===== config.mk =====
export PLATFORM = sky130hd
export DESIGN_NAME = espm_div
export DESIGN_NICKNAME = d
export VERILOG_FILES = /design/src/rtl/core/espm_div.sv
export SDC_FILE = /design/constraint.sdc
export NUM_CORES = 1
export LEC_CHECK = 0
export BUFFER_PORTS_ARGS = -buffer_cell sky130_fd_sc_hd__buf_2
export CORE_ASPECT_RATIO = 1.4
export CORE_MARGIN = 5
export CORE_UTILIZATION = 45
export DETAILED_ROUTE_END_ITERATION = 16
export PLACE_DENSITY_LB_ADDON = 0.1
export SYNTH_ARGS = -nofsm -noshare
export SYNTH_HDL_FRONTEND = slang
export SYNTH_SLANG_ARGS = --single-unit

===== constraint.sdc =====
create_clock -name clk -period 3.9 [get_ports clk]
set_clock_uncertainty 0.15 [all_clocks]
set_input_delay 0.585 -clock clk [delete_from_list [all_inputs] [get_ports clk]]
set_output_delay 0.585 -clock clk [all_outputs]
set_load 0.02 [all_outputs]

===== src/rtl/core/espm_div.sv =====
`default_nettype none
// ----------------------------------------------------------------------------
// espm_div
// Unsigned restoring divider, one quotient bit per cycle.
// ----------------------------------------------------------------------------
module espm_div #(
  parameter int unsigned DW = 44
) (
  input  wire logic          clk,
  input  wire logic          rst_n,
  input  wire logic          start,
  input  wire logic [DW-1:0] dividend,
  input  wire logic [31:0]   divisor,
  output logic               done_r,
  output logic [DW-1:0]      quot_r
);
  localparam int unsigned CNT_W = $clog2(DW + 1);

  logic [32:0]      rem_r, rem_nxt, rem_sh;
  logic [31:0]      dvs_r;
  logic [DW-1:0]    quot_nxt;
  logic [CNT_W-1:0] cnt_r;
  logic             busy_r;

  // one shift and trial subtract
  always_comb begin
    rem_sh   = {rem_r[31:0], quot_r[DW-1]};
    quot_nxt = {quot_r[DW-2:0], 1'b0};
    rem_nxt  = rem_sh;
    if (rem_sh >= {1'b0, dvs_r}) begin
      rem_nxt     = rem_sh - {1'b0, dvs_r};
      quot_nxt[0] = 1'b1;
    end
  end

  always_ff @(posedge clk) begin
    if (!rst_n) begin
      busy_r <= 1'b0;
      done_r <= 1'b0;
      cnt_r  <= '0;
    end else begin
      done_r <= 1'b0;
      if (start) begin
        busy_r <= 1'b1;
        cnt_r  <= CNT_W'(DW);
        rem_r  <= '0;
        dvs_r  <= divisor;
        quot_r <= dividend;
      end else if (busy_r) begin
        rem_r  <= rem_nxt;
        quot_r <= quot_nxt;
        cnt_r  <= cnt_r - 1'b1;
        if (cnt_r == CNT_W'(1)) begin
          busy_r <= 1'b0;
          done_r <= 1'b1;
        end
      end
    end
  end

endmodule
`default_nettype wire


After elaboration in Yosys (flattened, before gate mapping)
Cells that the tools add are included.
{ "word_totals": {"wordCells": 29, "regBits": 116, "in_bits": 79} }
{ "classes": {"reduce_logical": 5, "magnitude_cmp": 1, "n_addsub": 2, "eq_ne": 1, "muxes": 11, "bitwise_logic": 2} }
{ "op_table": {"columns": ["operator", "count"], "rows": [
  ["$mux 44", 2],
  ["$mux 32", 2],
  ["$ge 33x32->1", 1],
  ["$sub 32x32->32", 1],
  ["$mux 6", 2],
  ["$eq 6x1->1 const B", 1],
  ["$sub 6x1->6 const B", 1],
  ["$mux 1", 5],
  ["$reduce_and 2->1", 2],
  ["$reduce_or 3->1", 1],
  ["$not 1->1", 2],
  ["$reduce_bool 2->1", 1],
  ["$reduce_or 2->1", 1]
]} }

Longest topological paths before layout
{ "logic_depth": {"word_depth": 4, "mapped_depth": 14} }

Least setup slack after synthesis
OpenSTA, ideal clock, no wires.
{ "synth_timing": {"path_type": "input -> register", "from": "input start", "to": "register quot_r[0], enable pin", "stages": 2, "path_buffers": 1, "arrival_time_ps": 2657, "setup_ps": 441, "setup_slack_ps": 653, "t_required_ps": 3309, "path_cell_list": "buf_1 o21a_1"} }
{ "synth_between": {"elab_chain_cells": 2} }
{ "synth_rtl": {"columns": ["element", "line", "rtl"], "rows": [
  ["from (decl)", "11", "input wire logic start,"],
  ["$reduce_bool 2->1 (no line)", null, null],
  ["$reduce_and 2->1 (no line)", null, null],
  ["to (signal assigned)", "48", "quot_r <= dividend;"],
  ["to (signal assigned)", "51", "quot_r <= quot_nxt;"],
  ["to (decl)", "15", "output logic [DW-1:0] quot_r"]
]} }
No other way between the ends.
A chain may end at the register's enable or synchronous reset.

Worst setup path in the final report
{ "layout_timing": {"from": "register quot_r[43]", "to": "register rem_r[30] (data pin)"} }
{ "layout_between": {"elab_chain_cells": 3, "word_cells_on_any_way": 4, "classes_between": "add/sub (1); order compare (1); mux (2)"} }
{ "layout_rtl": {"columns": ["element", "line", "rtl"], "rows": [
  ["$sub 32x32->32 / $ge 33x32->1 (equally long branches)", "31, 30", null],
  ["$mux 32 (*)", "30", "if (rem_sh >= {1'b0, dvs_r}) begin"],
  ["$mux 32 (*)", "49", "end else if (busy_r) begin"],
  ["to (signal assigned)", "50", "rem_r <= rem_nxt;"],
  ["to (decl)", "19", "logic [32:0] rem_r, rem_nxt, rem_sh;"]
]} }
Mark *: on every way between the ends. The rest lies on a longest branch, timed or not. The select of a mux whose other input is x is not followed.

==> results_dict.tcl <==
set metrics [dict create \
    overflow 0 \
    setup_violations 0 \
    wl_mm 14.2 \
    antenna_found_initial 0 \
    avgSynthCellArea_um2 11.5 \
    synthTopCellsByArea "edfxtp_1 52%, mux2_2 7.7%, ha_1 6.8%" \
    area_delta_synth_final_pct 21.6 \
    die_area_um2 16500 \
    num_rows 51 \
    cts_hold_buf 0 \
    cts_setup_buffers 0 \
    cts.path.max_buffers 2 \
    die_w_um 110 \
    clkTransAtPathRegs_ns 0.05 \
    drive_gt1_share_pct 29.7 \
    slew_headroom_pct 58.6 \
    die_y_um 150 \
    clkLatencyLatePin_ns 0.41 \
    hold_viol 0 \
    hold_ws_ns 0.198 \
    synthesis.area_um2 6290 \
    grt.total_usage_pct 18.0 \
    clock-root-buffer "clkbuf_16" \
    gp_congestion 0.872 \
    initial_core_util_pct 45.4 \
    grt_pass1_vias 4917 \
    synth_commonest_cells "108 x edfxtp_1, 54 x a21oi_1, 48 x nor2_1" \
    path_max_fanout 5 \
    cts_max_level 4 \
    synth_cells 547 \
    crit_family "compound AO/OA/AOI/OAI gates" \
    synth.largest_area_cell "edfxtp_1" \
    postSynthRegisterBits 116 \
    synth_top_area_share_pct 51.6 \
    grt_max_degree 48 \
    tns_ns 0 \
    post-route-drc-count 0 \
    pin_count 124 \
    clkSinkCount 116 \
    first_pass_iters 4 \
    fmax_mhz 290 \
    max-cap-violations 0 \
    dr.first_iter.drc_count 159 \
    ys.flop_type "edfxtp_1" \
    worstPathRequired_ns 3.90 \
    drv_slew 0 \
    criticalPathCategory "register to register" \
    io_buffers 123 \
    hp-class "input pin to register" \
    irDropWorstVdd_mv 0.280 \
    crit_slowest_cell "o311ai_1" \
    ys_types 46 \
    cp_slowest_stage_delay_ns 0.58 \
    drtAntennaViolNets 0 \
    hpwl_mm 10.3 \
    cts_buffers 17 \
    critPathBufInv 1 \
    core_um2 13800 \
    synth_most_common_cell "edfxtp_1" \
    worst_setup_path_end_kind "register" \
    synth-edff-count 108 \
    rsz0062_at_grt "no" \
    cts_resized 0 \
    async_reset_ff_share_pct 0 \
    crit_chain "inv_1 > ha_1 > fa_1 > nand2b_1 > a21o_1 > a31oi_1 > o211ai_1 > o311ai_1 > nand4b_1 > and3_1 > o21ai_0 > a21oi_1" \
    critical_path_arrival_ns 3.45 \
    min_period_ns 3.45 \
    antenna_cells 0 \
    cellPowerDensity_nw_per_um2 513 \
    finalCritPeriodShare_pct 88.3 \
    syn_nets 661 \
    leakage_nw 3.23 \
    ys_seq_area_share_pct 54.1 \
    vias 4572 \
    nets 789 \
    crit_path_start_kind "register" \
    ys_warn_count 0 \
    grt_pass1_wl_mm 23.0 \
    worstMarginPinSlew_ns 0.621 \
    num-fill-cells 1217 \
    vias_per_cell 5.24 \
    cts_tree "built" \
    status "complete, no violations" \
    wl_per_cell_um 16.3 \
]
[worst register-to-register path, delay by kind of cell, from the launching register on]
kind                       cells  cell delay [ns]
adders and majority gates      2             0.60
AOI/OAI and AO/OA              6             1.46
and+or+nand+nor                3             0.57
buffers and inverters          1             0.05
DFF                            1             0.35
[area by class of cell]
class	count	area [µm²]	area share (%)
clock buffer	21	440	5.76
clock inverter	11	113	1.47
inverter	41	154	2.01
multi-input combinational	370	2620	34.3
sequential	116	3400	44.5
tap	185	231	3.03
timing repair buffer	129	686	8.96
[state kept, by name (all words and copies together), names as in the netlist]
register,count
rem_r,32
done_r,1
cnt_r,6
dvs_r,32
quot_r,44
busy_r,1
[cell families (layout without fill, tap and decap cells)]
| kind of cell | after synthesis | count (layout) | share of synthesized area [%] |
|---|---|---|---|
| AND/OR/NAND/NOR | 134 | 134 | 9.82 |
| adder cells (fa/ha/maj) | 35 | 35 | 7.08 |
| buffers and inverters | 61 | 202 | 4.32 |
| AO/OA/AOI/OAI | 125 | 125 | 12.3 |
| XOR/XNOR | 29 | 29 | 4.04 |
| flip-flops | 116 | 116 | 54.1 |
| multiplexers | 47 | 47 | 8.33 |
[placed cells by master (no fill, tap or decap), types with 2 or more instances in the layout]
cell type | netlist | routed
buf_2 | 4 | 123
edfxtp_1 | 108 | 108
a21oi_1 | 54 | 54
nor2_1 | 48 | 48
mux2_2 | 43 | 43
inv_1 | 40 | 40
nand2_1 | 38 | 38
ha_1 | 34 | 34
xor2_1 | 18 | 18
clkbuf_16 | 0 | 17
o21ai_0 | 16 | 16
a21o_1 | 15 | 15
nand3_1 | 11 | 11
xnor2_1 | 11 | 11
dfxtp_1 | 8 | 8
and3_1 | 7 | 7
and2_1 | 7 | 7
a31oi_1 | 7 | 7
clkinv_2 | 0 | 6
nor4_1 | 5 | 5
nand2b_1 | 4 | 4
o211ai_1 | 4 | 4
o21a_1 | 5 | 4
and4_1 | 4 | 4
o21bai_1 | 4 | 4
nor3_1 | 4 | 4
mux2i_1 | 4 | 4
clkbuf_1 | 5 | 4
buf_4 | 0 | 4
nand4_1 | 3 | 3
a211oi_1 | 3 | 3
a21boi_0 | 3 | 3
a311o_1 | 3 | 3
clkinvlp_4 | 0 | 3
o21ai_1 | 2 | 2
o2111ai_1 | 2 | 2
bufinv_16 | 0 | 2
buf_12 | 0 | 2
[final timing paths]
check / start / slack (ns) / depth (start not counted) / end
setup / recovery: quot_r[43]$_DFFE_PP_ / 0.45 / 12 / rem_r[30]$_SDFFCE_PP0P_
hold / removal: divisor[21] / 0.20 / 1 / dvs_r[21]$_DFFE_PP_
setup reg to reg: quot_r[43]$_DFFE_PP_ / 0.45 / 12 / rem_r[30]$_SDFFCE_PP0P_
hold reg to reg: cnt_r[1]$_SDFFE_PP0P_ / 0.35 / 2 / cnt_r[1]$_SDFFE_PP0P_
[where the power goes]
group          internal [mW]  switching (mW)  leakage [nW]
clock network          0.931           0.538         0.266
logic                  0.373           0.534          1.86
registers               1.50          0.0510          1.10
total                   2.80            1.12          3.23
[through the flow]
step / area [µm²] / util, % / setup slack (ns) / total power [mW] / instances
final: 7650 / 55.3 / 0.455 / 3.93 / 873
after global routing: 7650 / 55.3 / 0.240 / 4.13 / 873
after CTS: 7650 / 55.3 / 0.509 / 3.97 / 873
after detailed placement: 7100 / 51.3 / 0.532 / 2.48 / 841
after global placement: 7100 / 51.3 / 0.623 / 2.47 / 841
after floorplan: 6290 / - / 0.653 / 2.27 / 547
[routing by layer]
layer	share of wire (%)	track usage (%)
met1	40	20.2
met2	53	31.1
met3	5.3	5.44
met4	2.1	7.42
met5	0	0
Power figures use the tool's default switching activity.
